--- src/rtl/button_hold_combo_decoder_defines.svh ---
// Assertion macros for the button hold/combo decoder.
// Included by the RTL module that carries concurrent checks; no dependencies.
`ifndef BUTTON_HOLD_COMBO_DECODER_DEFINES_SVH
`define BUTTON_HOLD_COMBO_DECODER_DEFINES_SVH

`ifndef SYNTHESIS
`define BHCD_ASSERT(lbl, clk, rstn, prop) \
  lbl: assert property (@(posedge clk) disable iff (!rstn) prop) \
    else $error("assertion failed");
`define BHCD_ASSERT_NEVER(lbl, clk, rstn, cond) \
  lbl: assert property (@(posedge clk) disable iff (!rstn) !(cond)) \
    else $error("forbidden condition seen");
`else
`define BHCD_ASSERT(lbl, clk, rstn, prop)
`define BHCD_ASSERT_NEVER(lbl, clk, rstn, cond)
`endif

`endif

--- src/rtl/bhcd_pkg.sv ---
// Shared types, key codes and the button-mask lookup for the hold/combo decoder.
// No dependencies.
package bhcd_pkg;

  typedef enum logic [1:0] {
    ST_IDLE    = 2'd0,
    ST_PRESSED = 2'd1,
    ST_HELD    = 2'd2,
    ST_WAIT    = 2'd3
  } bhcd_state_e;

  localparam logic [2:0] CODE_A    = 3'd0;
  localparam logic [2:0] CODE_B    = 3'd1;
  localparam logic [2:0] CODE_X    = 3'd2;
  localparam logic [2:0] CODE_Y    = 3'd3;
  localparam logic [2:0] CODE_BACK = 3'd4;
  localparam logic [2:0] CODE_NONE = 3'd7;

  localparam logic [3:0] MASK_A    = 4'b0001;
  localparam logic [3:0] MASK_B    = 4'b0010;
  localparam logic [3:0] MASK_X    = 4'b0100;
  localparam logic [3:0] MASK_Y    = 4'b1000;
  localparam logic [3:0] MASK_BACK = 4'b1010;

  localparam logic [15:0] HOLD_COUNT_RST = 16'd50;

  // mask bit order: 0 A, 1 B, 2 X, 3 Y
  function automatic logic [2:0] lookup_code(input logic [3:0] mask);
    logic [2:0] code;
    case (mask)
      MASK_A:    code = CODE_A;
      MASK_B:    code = CODE_B;
      MASK_X:    code = CODE_X;
      MASK_Y:    code = CODE_Y;
      MASK_BACK: code = CODE_BACK;
      default:   code = CODE_NONE;
    endcase
    return code;
  endfunction

endpackage

--- src/rtl/button_hold_combo_decoder.sv ---
// Top level of the button hold/combo decoder: edge detect, hold timer, state machine
// and a two-entry result buffer. Depends on bhcd_pkg and the assertion macro header.
`include "button_hold_combo_decoder_defines.svh"

// One polling tick per request, one request per clock cycle. A tick is decoded in
// the cycle it is accepted: the state machine and hold counter update at that edge
// and a key event, if any, lands in a two-entry output buffer, so key_code_o is
// valid from the next cycle. Input stalls only when both buffer entries are
// occupied, which takes a downstream stall while an earlier event still waits.
// hold_count_q is loaded into the hold counter on the first press seen in idle;
// a write while a counter runs takes effect at the next press. A hold count of
// zero fires after 65536 ticks.
module button_hold_combo_decoder
  import bhcd_pkg::*;
(
  input  logic        clk_i,
  input  logic        rst_ni,
  input  logic        cfg_we_i,
  input  logic [15:0] cfg_wdata_i,
  input  logic        in_valid_i,
  output logic        in_stall_o,
  input  logic        press_a_i,
  input  logic        press_b_i,
  input  logic        press_x_i,
  input  logic        press_y_i,
  output logic        out_valid_o,
  input  logic        out_stall_i,
  output logic [2:0]  key_code_o
);

  bhcd_state_e state_q, state_d;
  logic [3:0]  prev_q, prev_d;
  logic [15:0] hold_cnt_q, hold_cnt_d;
  logic [15:0] hold_count_q;
  logic [2:0]  latched_q, latched_d;

  logic [3:0]  cur, rising, falling, fall_bit;
  logic [15:0] hold_dec;
  logic [2:0]  rel_code, cur_code;
  logic        in_acc;
  logic        push;
  logic [2:0]  push_code;

  // two-entry result buffer
  logic [2:0]  buf_q [2];
  logic [1:0]  cnt_q, cnt_d;
  logic        wr_q, rd_q;
  logic        pop;

  assign in_stall_o  = (cnt_q == 2'd2);
  assign in_acc      = in_valid_i & ~in_stall_o;
  assign out_valid_o = (cnt_q != 2'd0);
  assign key_code_o  = buf_q[rd_q];
  assign pop         = out_valid_o & ~out_stall_i;

  assign cur      = {press_y_i, press_x_i, press_b_i, press_a_i};
  assign rising   = cur & ~prev_q;
  assign falling  = ~cur & prev_q;
  assign fall_bit = falling & (4'd0 - falling);  // lowest released button wins
  assign rel_code = lookup_code(cur | fall_bit);
  assign cur_code = lookup_code(cur);
  assign hold_dec = hold_cnt_q - 16'd1;

  always_comb begin
    state_d    = state_q;
    prev_d     = prev_q;
    hold_cnt_d = hold_cnt_q;
    latched_d  = latched_q;
    push       = 1'b0;
    push_code  = CODE_NONE;
    if (in_acc) begin
      prev_d = cur;
      case (state_q)
        ST_IDLE: begin
          if (rising != 4'd0) begin
            hold_cnt_d = hold_count_q;
            state_d    = ST_PRESSED;
          end
        end
        ST_PRESSED: begin
          if (falling != 4'd0) begin
            push      = (rel_code != CODE_NONE);
            push_code = rel_code;
            state_d   = (rel_code == CODE_BACK) ? ST_WAIT : ST_IDLE;
          end else begin
            hold_cnt_d = hold_dec;
            if (hold_dec == 16'd0) begin
              latched_d = cur_code;
              push      = (cur_code != CODE_NONE);
              push_code = cur_code;
              state_d   = ST_HELD;
            end
          end
        end
        ST_HELD: begin
          if (falling != 4'd0) begin
            push      = (latched_q != CODE_NONE);
            push_code = latched_q;
            state_d   = ST_IDLE;
          end
        end
        ST_WAIT: begin
          // button A does not hold off the return to idle
          if (cur[3:1] == 3'd0) begin
            state_d = ST_IDLE;
          end
        end
        default: state_d = ST_IDLE;
      endcase
    end
  end

  always_comb begin
    cnt_d = cnt_q;
    case ({push, pop})
      2'b10:   cnt_d = cnt_q + 2'd1;
      2'b01:   cnt_d = cnt_q - 2'd1;
      default: cnt_d = cnt_q;
    endcase
  end

  always_ff @(posedge clk_i or negedge rst_ni) begin
    if (!rst_ni) begin
      state_q      <= ST_IDLE;
      prev_q       <= 4'd0;
      hold_cnt_q   <= HOLD_COUNT_RST;
      hold_count_q <= HOLD_COUNT_RST;
      latched_q    <= CODE_NONE;
      cnt_q        <= 2'd0;
      wr_q         <= 1'b0;
      rd_q         <= 1'b0;
    end else begin
      state_q    <= state_d;
      prev_q     <= prev_d;
      hold_cnt_q <= hold_cnt_d;
      latched_q  <= latched_d;
      cnt_q      <= cnt_d;
      if (cfg_we_i) begin
        hold_count_q <= cfg_wdata_i;
      end
      if (push) begin
        wr_q <= ~wr_q;
      end
      if (pop) begin
        rd_q <= ~rd_q;
      end
    end
  end

  always_ff @(posedge clk_i) begin
    if (push) begin
      buf_q[wr_q] <= push_code;
    end
  end

  `BHCD_ASSERT_NEVER(a_cnt_range, clk_i, rst_ni, cnt_q == 2'd3)
  `BHCD_ASSERT_NEVER(a_no_none_push, clk_i, rst_ni, push && (push_code == CODE_NONE))
  `BHCD_ASSERT_NEVER(a_push_when_full, clk_i, rst_ni, push && (cnt_q == 2'd2))
  `BHCD_ASSERT(a_wait_after_back, clk_i, rst_ni,
    (in_acc && (state_q == ST_PRESSED) && (state_d == ST_WAIT)) |=> (cnt_q != 2'd0))
  `BHCD_ASSERT(a_held_entry_pushes, clk_i, rst_ni,
    (state_q == ST_HELD && $past(state_q) == ST_PRESSED && $past(latched_d) != CODE_NONE)
      |-> ($past(push) && $past(push_code) == latched_q))

endmodule
--- config.mk ---
export PLATFORM = sky130hd
export DESIGN_NAME = button_hold_combo_decoder
export DESIGN_NICKNAME = d
export VERILOG_FILES = /design/src/rtl/bhcd_pkg.sv /design/src/rtl/button_hold_combo_decoder.sv
export VERILOG_INCLUDE_DIRS = /design/src /design/src/rtl
export SDC_FILE = /design/constraint.sdc
export NUM_CORES = 1
export LEC_CHECK = 0
export ABC_AREA = 1
export BUFFER_PORTS_ARGS = -buffer_cell sky130_fd_sc_hd__buf_2
export CAP_MARGIN = 20
export CORE_ASPECT_RATIO = 1.75
export CORE_MARGIN = 2
export CORE_UTILIZATION = 35
export DETAILED_ROUTE_END_ITERATION = 7
export HOLD_SLACK_MARGIN = 0.06
export PLACE_DENSITY = 0.6
export REMOVE_ABC_BUFFERS = 1
export SETUP_SLACK_MARGIN = 0.5
export SYNTH_ARGS = -nofsm -noshare
export SYNTH_HDL_FRONTEND = slang
export SYNTH_SLANG_ARGS = --single-unit
--- constraint.sdc ---
create_clock -name clk_i -period 2.45 [get_ports clk_i]
set_input_delay 0.1225 -clock clk_i [delete_from_list [all_inputs] [get_ports clk_i]]
set_output_delay 0.1225 -clock clk_i [all_outputs]
set_load 0.05 [all_outputs]
==> results of run 1 <==
## routing by layer
metal  vias up  wire length (um)  GRT usage, %  share of wire, %
met2        55              4654         35.50                58
met3        18               231         2.516               2.9
li1       1479                 -             -                 -
met1      1420              2858         17.80                36
met4         0               250         9.034               3.1
met5         -                 0             0                 0
## stage by stage
| stage | worst slack, ps | instance area [um^2] |
|---|---|---|
| floorplan | -380.1 | 3033 |
| CTS | -34.13 | 4094 |
| finish | -81.29 | 4237 |
| detailed placement | -226.9 | 3565 |
| global route | -292.5 | 4237 |
| global placement | -182.7 | 3565 |
## state kept, by name (all words and copies together) (netlist names)
name	count
prev_q	4
hold_count_q	16
buf_q	6
latched_q	3
cnt_q	2
wr_q	1
rd_q	1
state_q	2
hold_cnt_q	16
## power groups by stage
| stage | Sequential (uW) | Combinational (uW) | Clock [uW] |
|---|---|---|---|
| floorplan | 1310 | 1480 | 0 |
| global placement | 1350 | 2230 | 0 |
| detailed placement | 1360 | 2260 | 0 |
| CTS | 1350 | 2510 | 919 |
| global route | 1390 | 3050 | 952 |
| finish | 1360 | 2760 | 898 |
## layout by cell type, fill, tap and decap left out, types with 2 or more instances in the layout
| cell type | count |
|---|---|
| sky130_fd_sc_hd__clkbuf_16 | 5 |
| sky130_fd_sc_hd__o21ai_1 | 11 |
| sky130_fd_sc_hd__buf_2 | 29 |
| sky130_fd_sc_hd__nand3b_1 | 2 |
| sky130_fd_sc_hd__nand3_2 | 7 |
| sky130_fd_sc_hd__nor2_2 | 12 |
| sky130_fd_sc_hd__inv_1 | 39 |
| sky130_fd_sc_hd__o211ai_1 | 3 |
| sky130_fd_sc_hd__buf_4 | 38 |
| sky130_fd_sc_hd__ha_1 | 4 |
| sky130_fd_sc_hd__nor2_4 | 7 |
| sky130_fd_sc_hd__inv_2 | 7 |
| sky130_fd_sc_hd__o21ai_0 | 34 |
| sky130_fd_sc_hd__dlygate4sd3_1 | 16 |
| sky130_fd_sc_hd__a21oi_2 | 3 |
| sky130_fd_sc_hd__buf_6 | 5 |
| sky130_fd_sc_hd__nor2_1 | 36 |
| sky130_fd_sc_hd__a21oi_1 | 17 |
| sky130_fd_sc_hd__nand2_4 | 6 |
| sky130_fd_sc_hd__nand2_1 | 98 |
| sky130_fd_sc_hd__bufinv_16 | 2 |
| sky130_fd_sc_hd__nand4_1 | 2 |
| sky130_fd_sc_hd__edfxtp_1 | 6 |
| sky130_fd_sc_hd__dfrtp_1 | 34 |
| sky130_fd_sc_hd__ha_4 | 4 |
| sky130_fd_sc_hd__dfstp_2 | 9 |
| sky130_fd_sc_hd__nand3_1 | 18 |
| sky130_fd_sc_hd__nand2_2 | 5 |
| sky130_fd_sc_hd__xor2_1 | 6 |
| sky130_fd_sc_hd__inv_4 | 2 |
| sky130_fd_sc_hd__dfrtp_2 | 2 |
| sky130_fd_sc_hd__nor3_1 | 5 |
| sky130_fd_sc_hd__mux2_2 | 6 |
## cell type report
cell class,instances,area [um^2],area share (%)
inverter,49,192.7,4.548
sequential,51,1320,31.16
tap,117,146.4,3.455
multi-input combinational,296,1722,40.64
timing repair buffer,89,666.9,15.74
clock buffer,6,128.9,3.042
clock inverter,2,60.06,1.418
## timing repair
item,CTS,global route
gates resized for setup,39,19
setup endpoints to repair,20,33
buffers inserted,4,8
hold buffers,16,0
endpoints found under the hold margin,30,0
pin swaps,14,15
gates cloned,0,0
## worst max-delay path by stage
stage | startpoint | to | slack [ps] | cells after the start
final | hold_cnt_q[0] | cnt_q[1] | -80 | 20
after global routing | hold_cnt_q[0] | cnt_q[1] | -290 | 20
after CTS | hold_cnt_q[1] | cnt_q[1] | -30 | 20
after detailed placement | hold_cnt_q[1] | cnt_q[1] | -230 | 20
after global placement | hold_cnt_q[1] | cnt_q[1] | -180 | 20
after floorplan | state_q[1] | cnt_q[1] | -380 | 13
## cell families (layout without fill, tap and decap cells)
logic type	after synthesis	count (layout)	share of synthesized area, %
AOI/OAI and AO/OA	75	75	13.57
xor gates and xnor gates	7	7	1.997
adders and majority gates	8	8	3.260
buffers and inverters	58	146	7.212
DFF	51	51	42.91
muxes	6	6	2.200
and+or+nand+nor	200	200	28.85
==> run_summary.xml, run 1 <==
<?xml version="1.0" encoding="UTF-8"?>
<metrics>
  <group name="worst_setup_path">
    <metric name="critPathArrivalTime" unit="ps">2710</metric>
    <metric name="most_frequent_cell_on_critical_path" unit="">sky130_fd_sc_hd__nand2_1</metric>
    <metric name="path_delay_family" unit="">simple AND/OR/NAND/NOR gates</metric>
    <metric name="critPathMaxFanout" unit="">5</metric>
    <metric name="critical_path.slowest_cell" unit="">sky130_fd_sc_hd__dfrtp_1</metric>
    <metric name="crit-reg2reg-capture" unit="">cnt_q[1]</metric>
    <metric name="worstPathRequired" unit="ps">2630</metric>
    <metric name="rr_worst_depth" unit="">20</metric>
    <metric name="critical_path.reg2reg.startpoint" unit="">hold_cnt_q[0]</metric>
    <metric name="crit_chain" unit="">inv_2, ha_4, buf_6, nand2_4, nor2_4, nand2_1, nand2_1, nand2_1, nor2_1, nand2_1, nor2_2, nand3_1, nand2_1, nand2_2, nand2_2, nand2_2, ha_4, a21oi_2, o21ai_1, xor2_1</metric>
    <metric name="crit_path_max_incr_delay" unit="ps">380</metric>
    <metric name="timing.setup.critical_path_class" unit="">reg2reg</metric>
    <metric name="timing.critical_path.from_type" unit="">register</metric>
    <metric name="setup.worst_path.end_class" unit="">register</metric>
    <metric name="rrSetupSlack" unit="ps">-80</metric>
    <metric name="cp_bufs_invs" unit="">2</metric>
  </group>
  <group name="logic_synthesis">
    <metric name="synth_area_leaders" unit="">sky130_fd_sc_hd__dfrtp_1 (29%), sky130_fd_sc_hd__nand2_1 (13%), sky130_fd_sc_hd__dfstp_2 (7.7%)</metric>
    <metric name="postSynthRegisterBits" unit="">51</metric>
    <metric name="synthDominantAreaCellType" unit="">sky130_fd_sc_hd__dfrtp_1</metric>
    <metric name="synth_seq_area_share" unit="%">42.91</metric>
    <metric name="postSynth.topFlopCell" unit="">sky130_fd_sc_hd__dfrtp_1</metric>
    <metric name="synth_edf_count" unit="">6</metric>
    <metric name="synth_most_common_cell" unit="">sky130_fd_sc_hd__nand2_1</metric>
    <metric name="synth_top_area_share" unit="%">29.34</metric>
    <metric name="mappedNetlistArea" unit="um^2">3070</metric>
    <metric name="post_synth.cell_area_avg" unit="um^2">7.581</metric>
    <metric name="post_synth_num_cell_types" unit="">34</metric>
    <metric name="syn_inst" unit="">405</metric>
    <metric name="async_s_r_ff_share_synth" unit="%">88.24</metric>
    <metric name="ys.warnings.count" unit="">0</metric>
    <metric name="synth.top_cells.by_count" unit="">sky130_fd_sc_hd__nand2_1 (104), sky130_fd_sc_hd__nor2_1 (43), sky130_fd_sc_hd__inv_1 (42)</metric>
  </group>
  <group name="finish">
    <metric name="finalNonFillerCells" unit="">610</metric>
    <metric name="area_growth" unit="%">37.98</metric>
    <metric name="final_util" unit="%">49.18</metric>
    <metric name="layout-drive-gt1-share" unit="%">31.64</metric>
    <metric name="fillCellCount" unit="">812</metric>
    <metric name="finish.net_count" unit="">525</metric>
    <metric name="count_of_inserted_antenna_diode_cells" unit="">0</metric>
  </group>
  <group name="timing">
    <metric name="tns" unit="ps">-81.29</metric>
    <metric name="fmax" unit="GHz">0.3951</metric>
    <metric name="drv_slew" unit="">0</metric>
    <metric name="worst_hold_slack" unit="ps">73.78</metric>
    <metric name="period_share" unit="%">103.3</metric>
    <metric name="finalHoldViolations" unit="">0</metric>
    <metric name="setup_viol_count_final" unit="">1</metric>
    <metric name="grt_setup_unrepaired" unit="">yes</metric>
    <metric name="final_period_minus_worst_setup_slack" unit="ps">2531</metric>
    <metric name="final.setup_skew" unit="ps">5.359</metric>
    <metric name="timing_worst_slew_pin_value" unit="ps">473.9</metric>
    <metric name="final.setup.worst_slack" unit="ps">-81.29</metric>
    <metric name="maxSlewHeadroom" unit="%">68.41</metric>
  </group>
  <group name="power_and_ir_drop">
    <metric name="powerDensity" unit="nW/um^2">1185</metric>
    <metric name="clockPowerShare" unit="%">17.9</metric>
    <metric name="p_int" unit="uW">2863</metric>
    <metric name="net-switching-power" unit="uW">2159</metric>
    <metric name="total_power_consumption" unit="uW">5021</metric>
    <metric name="max-vdd-ir-drop" unit="mV">0.5515</metric>
    <metric name="pwr-share-comb" unit="%">55.0</metric>
    <metric name="power.static_leakage" unit="uW">0.002001</metric>
    <metric name="p_seq_share" unit="%">27.2</metric>
    <metric name="swShare" unit="%">42.99</metric>
  </group>
  <group name="global_route">
    <metric name="grt_first_pass_wirelength" unit="mm">13.40</metric>
    <metric name="globalRoute.totalOverflow" unit="">0</metric>
    <metric name="first_global_vias" unit="">3034</metric>
    <metric name="grt_max_degree" unit="">31</metric>
    <metric name="gr-usage-all-layers" unit="%">18.30</metric>
    <metric name="grt_antenna_before_repair" unit="">0</metric>
  </group>
  <group name="clocking">
    <metric name="number_of_buffers_added_by_the_clock_tree_synthesis_step" unit="">5</metric>
    <metric name="cts_tree" unit="">yes</metric>
    <metric name="clock_insertion_delay_at_the_later_pin_of_the_skew_report" unit="ps">300</metric>
    <metric name="clock_tree.root_cell" unit="">sky130_fd_sc_hd__clkbuf_16</metric>
    <metric name="clk_pin_slew_worst_paths" unit="ps">60</metric>
    <metric name="clock_tree.htree_level_count" unit="">2</metric>
    <metric name="cts_max_path_buffers" unit="">2</metric>
    <metric name="cts_num_sinks" unit="">51</metric>
  </group>
  <group name="routing">
    <metric name="drc" unit="">0</metric>
    <metric name="routed_via_density" unit="">4.872</metric>
    <metric name="detail_route.wl_per_cell" unit="um">13.10</metric>
    <metric name="finalWirelength" unit="mm">7.994</metric>
    <metric name="drt.antenna.violating_nets" unit="">0</metric>
    <metric name="vias" unit="">2972</metric>
    <metric name="dr.first_iter.drc_count" unit="">105</metric>
    <metric name="drt_pass1_iterations" unit="">4</metric>
  </group>
  <group name="floorplanning">
    <metric name="floorplan.initialDensity" unit="%">35.64</metric>
    <metric name="die_width" unit="um">74.80</metric>
    <metric name="pin_count" unit="">30</metric>
    <metric name="fp-row-count" unit="">45</metric>
    <metric name="die-area" unit="um^2">9567</metric>
    <metric name="placeableCoreArea" unit="um^2">8615</metric>
    <metric name="die_h" unit="um">127.9</metric>
  </group>
  <group name="min_path">
    <metric name="timing.hold.worst_path_depth" unit="">2</metric>
    <metric name="hold_path.class" unit="">in2reg</metric>
    <metric name="min_to" unit="">hold_count_q[8]</metric>
    <metric name="holdCritStartpoint" unit="">cfg_wdata_i[8]</metric>
  </group>
  <group name="run_status">
    <metric name="failed_checks" unit="">negative setup slack</metric>
    <metric name="status" unit="">finished, violations left</metric>
  </group>
  <group name="placed_design">
    <metric name="final_replace_weighted_congestion" unit="">0.8806</metric>
    <metric name="dp_cells" unit="">574</metric>
    <metric name="post-dp-hpwl" unit="mm">5.643</metric>
    <metric name="placement.io_buffers" unit="">29</metric>
  </group>
  <group name="run">
    <metric name="maxCapViolCount" unit="">0</metric>
  </group>
</metrics>
No activity file was read; power rests on OpenSTA's default activity.
==> run 2: changes to the inputs <==
--- a/config.mk
+++ b/config.mk
@@ -12,9 +12,10 @@
 export CORE_ASPECT_RATIO = 1.75
 export CORE_MARGIN = 2
 export CORE_UTILIZATION = 35
+export CTS_CLUSTER_SIZE = 24
 export DETAILED_ROUTE_END_ITERATION = 7
 export HOLD_SLACK_MARGIN = 0.06
-export PLACE_DENSITY = 0.6
+export PLACE_DENSITY = 0.58
 export REMOVE_ABC_BUFFERS = 1
 export SETUP_SLACK_MARGIN = 0.5
 export SYNTH_ARGS = -nofsm -noshare
==> constraint.sdc (replaced) <==
create_clock -name clk_i -period 3.15 [get_ports clk_i]
set_input_delay 0.1575 -clock clk_i [delete_from_list [all_inputs] [get_ports clk_i]]
set_output_delay 0.1575 -clock clk_i [all_outputs]
set_load 0.05 [all_outputs]
==> run_summary.xml, run 2 (synthesis gave the netlist of run 1 again) <==
<?xml version="1.0" encoding="UTF-8"?>
<metrics>
  <group name="timing">
    <metric name="period_share" unit="%">85.17</metric>
    <metric name="final_period_minus_worst_setup_slack" unit="ps">2683</metric>
    <metric name="grt_setup_unrepaired" unit="">yes</metric>
    <metric name="timing_worst_slew_pin_value" unit="ps">643.4</metric>
    <metric name="tns" unit="ps">0</metric>
    <metric name="setup_viol_count_final" unit="">0</metric>
    <metric name="fmax" unit="GHz">0.3727</metric>
    <metric name="drv_slew" unit="">0</metric>
    <metric name="final.setup_skew" unit="ps">5.768</metric>
    <metric name="maxSlewHeadroom" unit="%">57.11</metric>
    <metric name="finalHoldViolations" unit="">0</metric>
  </group>
  <group name="clocking">
    <metric name="clock_tree.htree_level_count" unit="">2</metric>
    <metric name="cts_num_sinks" unit="">51</metric>
    <metric name="clock_tree.root_cell" unit="">sky130_fd_sc_hd__clkbuf_16</metric>
    <metric name="cts_max_path_buffers" unit="">2</metric>
    <metric name="clk_pin_slew_worst_paths" unit="ps">60</metric>
    <metric name="cts_tree" unit="">yes</metric>
    <metric name="number_of_buffers_added_by_the_clock_tree_synthesis_step" unit="">5</metric>
    <metric name="clock_insertion_delay_at_the_later_pin_of_the_skew_report" unit="ps">290</metric>
  </group>
  <group name="finish">
    <metric name="finalNonFillerCells" unit="">567</metric>
    <metric name="most_frequent_cells_in_the_layout" unit="">sky130_fd_sc_hd__nand2_1 (100), sky130_fd_sc_hd__inv_1 (40), sky130_fd_sc_hd__nor2_1 (39)</metric>
    <metric name="layout.cells.most_common" unit="">sky130_fd_sc_hd__nand2_1</metric>
    <metric name="count_of_inserted_antenna_diode_cells" unit="">0</metric>
    <metric name="largest_registers" unit="">hold_cnt_q: 16 flops, hold_count_q: 16 flops, buf_q: 6 flops</metric>
    <metric name="area_growth" unit="%">20.70</metric>
    <metric name="layout-drive-gt1-share" unit="%">25.56</metric>
    <metric name="finish.net_count" unit="">482</metric>
  </group>
  <group name="global_route">
    <metric name="first_global_vias" unit="">2880</metric>
    <metric name="grt_first_pass_wirelength" unit="mm">12.56</metric>
    <metric name="grt_max_degree" unit="">27</metric>
    <metric name="grt_antenna_before_repair" unit="">0</metric>
    <metric name="gr-usage-all-layers" unit="%">17.19</metric>
    <metric name="globalRoute.totalOverflow" unit="">0</metric>
  </group>
  <group name="floorplanning">
    <metric name="fp-row-count" unit="">45</metric>
    <metric name="die_h" unit="um">127.9</metric>
    <metric name="placeableCoreArea" unit="um^2">8615</metric>
    <metric name="die-area" unit="um^2">9567</metric>
    <metric name="floorplan.initialDensity" unit="%">35.64</metric>
    <metric name="die_width" unit="um">74.80</metric>
    <metric name="pin_count" unit="">30</metric>
  </group>
  <group name="power_and_ir_drop">
    <metric name="power.static_leakage" unit="uW">0.001753</metric>
    <metric name="net-switching-power" unit="uW">1530</metric>
    <metric name="swShare" unit="%">46.58</metric>
    <metric name="p_seq_share" unit="%">32.3</metric>
    <metric name="p_int" unit="uW">1755</metric>
    <metric name="pwr-share-comb" unit="%">51.9</metric>
    <metric name="powerDensity" unit="nW/um^2">886.2</metric>
    <metric name="max-vdd-ir-drop" unit="mV">0.4537</metric>
    <metric name="clockPowerShare" unit="%">15.9</metric>
  </group>
  <group name="worst_setup_path">
    <metric name="critPathArrivalTime" unit="ps">2710</metric>
    <metric name="most_frequent_cell_on_critical_path" unit="">sky130_fd_sc_hd__buf_4</metric>
    <metric name="setup.worst_path.end_class" unit="">register</metric>
    <metric name="rr_worst_depth" unit="">21</metric>
    <metric name="worstPathRequired" unit="ps">3180</metric>
    <metric name="timing.setup.critical_path_class" unit="">reg2reg</metric>
    <metric name="crit_end" unit="">buf_q[0][1]</metric>
    <metric name="crit_chain" unit="">inv_2, ha_4, inv_4, nor2_4, nor2_2, nand2_1, nor2_1, nand2_1, nor2_1, nand2_1, nor2_2, buf_4, buf_4, buf_4, buf_4, buf_4, nand2_2, inv_4, nand3_2, nand3_2, nand3_2</metric>
    <metric name="timing.critical_path.from_type" unit="">register</metric>
    <metric name="crit_path_max_incr_delay" unit="ps">540</metric>
    <metric name="critPathMaxFanout" unit="">4</metric>
    <metric name="cp-startpoint" unit="">hold_cnt_q[1]</metric>
    <metric name="crit-reg2reg-capture" unit="">buf_q[0][1]</metric>
    <metric name="rrSetupSlack" unit="ps">470</metric>
    <metric name="critical_path.slowest_cell" unit="">sky130_fd_sc_hd__dfstp_2</metric>
    <metric name="critical_path.reg2reg.startpoint" unit="">hold_cnt_q[1]</metric>
  </group>
  <group name="placed_design">
    <metric name="final_replace_weighted_congestion" unit="">0.9304</metric>
    <metric name="placement.io_buffers" unit="">29</metric>
    <metric name="dp_cells" unit="">546</metric>
    <metric name="post-dp-hpwl" unit="mm">5.514</metric>
  </group>
  <group name="routing">
    <metric name="routed_via_density" unit="">4.910</metric>
    <metric name="vias" unit="">2784</metric>
    <metric name="drt_pass1_iterations" unit="">4</metric>
    <metric name="dr.first_iter.drc_count" unit="">130</metric>
    <metric name="finalWirelength" unit="mm">7.439</metric>
    <metric name="drt.antenna.violating_nets" unit="">0</metric>
    <metric name="detail_route.wl_per_cell" unit="um">13.12</metric>
    <metric name="drc" unit="">0</metric>
  </group>
  <group name="run_status">
    <metric name="status" unit="">finished, final reports clean</metric>
  </group>
  <group name="run">
    <metric name="maxCapViolCount" unit="">0</metric>
  </group>
  <group name="min_path">
    <metric name="hold_path.class" unit="">in2reg</metric>
    <metric name="timing.hold.worst_path_depth" unit="">3</metric>
  </group>
</metrics>
==> run 2: changes by cell type in the layout (fill, tap and decap cells not counted), moves of 2 or more <==
cell / before / now
sky130_fd_sc_hd__nand2_4: 6 / 4
sky130_fd_sc_hd__dlygate4sd3_1: 16 / 1
sky130_fd_sc_hd__bufinv_16: 2 / 0
sky130_fd_sc_hd__ha_4: 4 / 2
sky130_fd_sc_hd__nor2_1: 36 / 39
sky130_fd_sc_hd__buf_4: 38 / 16
sky130_fd_sc_hd__nor2_2: 12 / 10
sky130_fd_sc_hd__ha_1: 4 / 6
sky130_fd_sc_hd__nand2_1: 98 / 100
sky130_fd_sc_hd__dfrtp_2: 2 / 0
sky130_fd_sc_hd__buf_6: 5 / 0
sky130_fd_sc_hd__dfrtp_1: 34 / 36
==> run 2: per-stage QoR <==
step	cell area (um^2)	setup WS (ps)	utilization (%)	power (uW)	hold WS, ps
2_1_floorplan	3033	319.9	-	2171	-138.1
5_1_grt	3706	259.3	43.02	3576	89.78
4_1_cts	3602	504.1	41.82	3181	69.56
3_3_place_gp	3354	367.2	38.94	2559	214.5
3_5_place_dp	3354	294.7	38.94	2577	226.2
6_report	3706	467.2	43.02	3284	72.43
==> run 2: worst min-delay path by stage <==
stage                    startpoint               end  slack [ps]
floorplan                    rst_ni          cnt_q[0]        -140
global placement             rst_ni         prev_q[1]         210
detailed placement           rst_ni   hold_count_q[0]         230
CTS                  cfg_wdata_i[3]   hold_count_q[3]          70
global route        cfg_wdata_i[14]  hold_count_q[14]          90
finish               cfg_wdata_i[3]   hold_count_q[3]          70
==> run 2: worst max-delay path, delay by kind of cell, from the launching register on <==
kind / cells / cell delay [ps]
adders and majority gates: 1 / 170
DFF: 1 / 540
and+or+nand+nor: 12 / 1040
buffers and inverters: 8 / 680
==> run 2: layout make-up <==
type                       count  area (um^2)
inverter                      49        188.9
tap                          117        146.4
timing repair buffer          46        275.3
fill                         867         4908
multi-input combinational    296         1640
clock inverter                 1        5.005
sequential                    51         1318
clock buffer                   7        132.6
==> run 2: power by group through the flow <==
stage / Combinational [uW] / Sequential, uW / Clock (uW)
global route: 1930 / 1090 / 555
floorplan: 1150 / 1020 / 0
finish: 1700 / 1060 / 521
detailed placement: 1510 / 1070 / 0
global placement: 1500 / 1060 / 0
CTS: 1590 / 1050 / 540
==> run 2: repair_timing <==
item / CTS / global route
pin swaps: 5 / 12
hold buffers: 1 / 0
endpoints found under the hold margin: 16 / 0
resized for setup: 9 / 20
endpoints found under the setup margin: 1 / 19
setup buffers: 7 / 5
==> run 2: per-layer routing <==
metal,share of wire (%),track usage [%]
met1,36,16.83
met2,57,32.80
met3,2.2,2.280
met4,4.0,9.454
met5,0,0
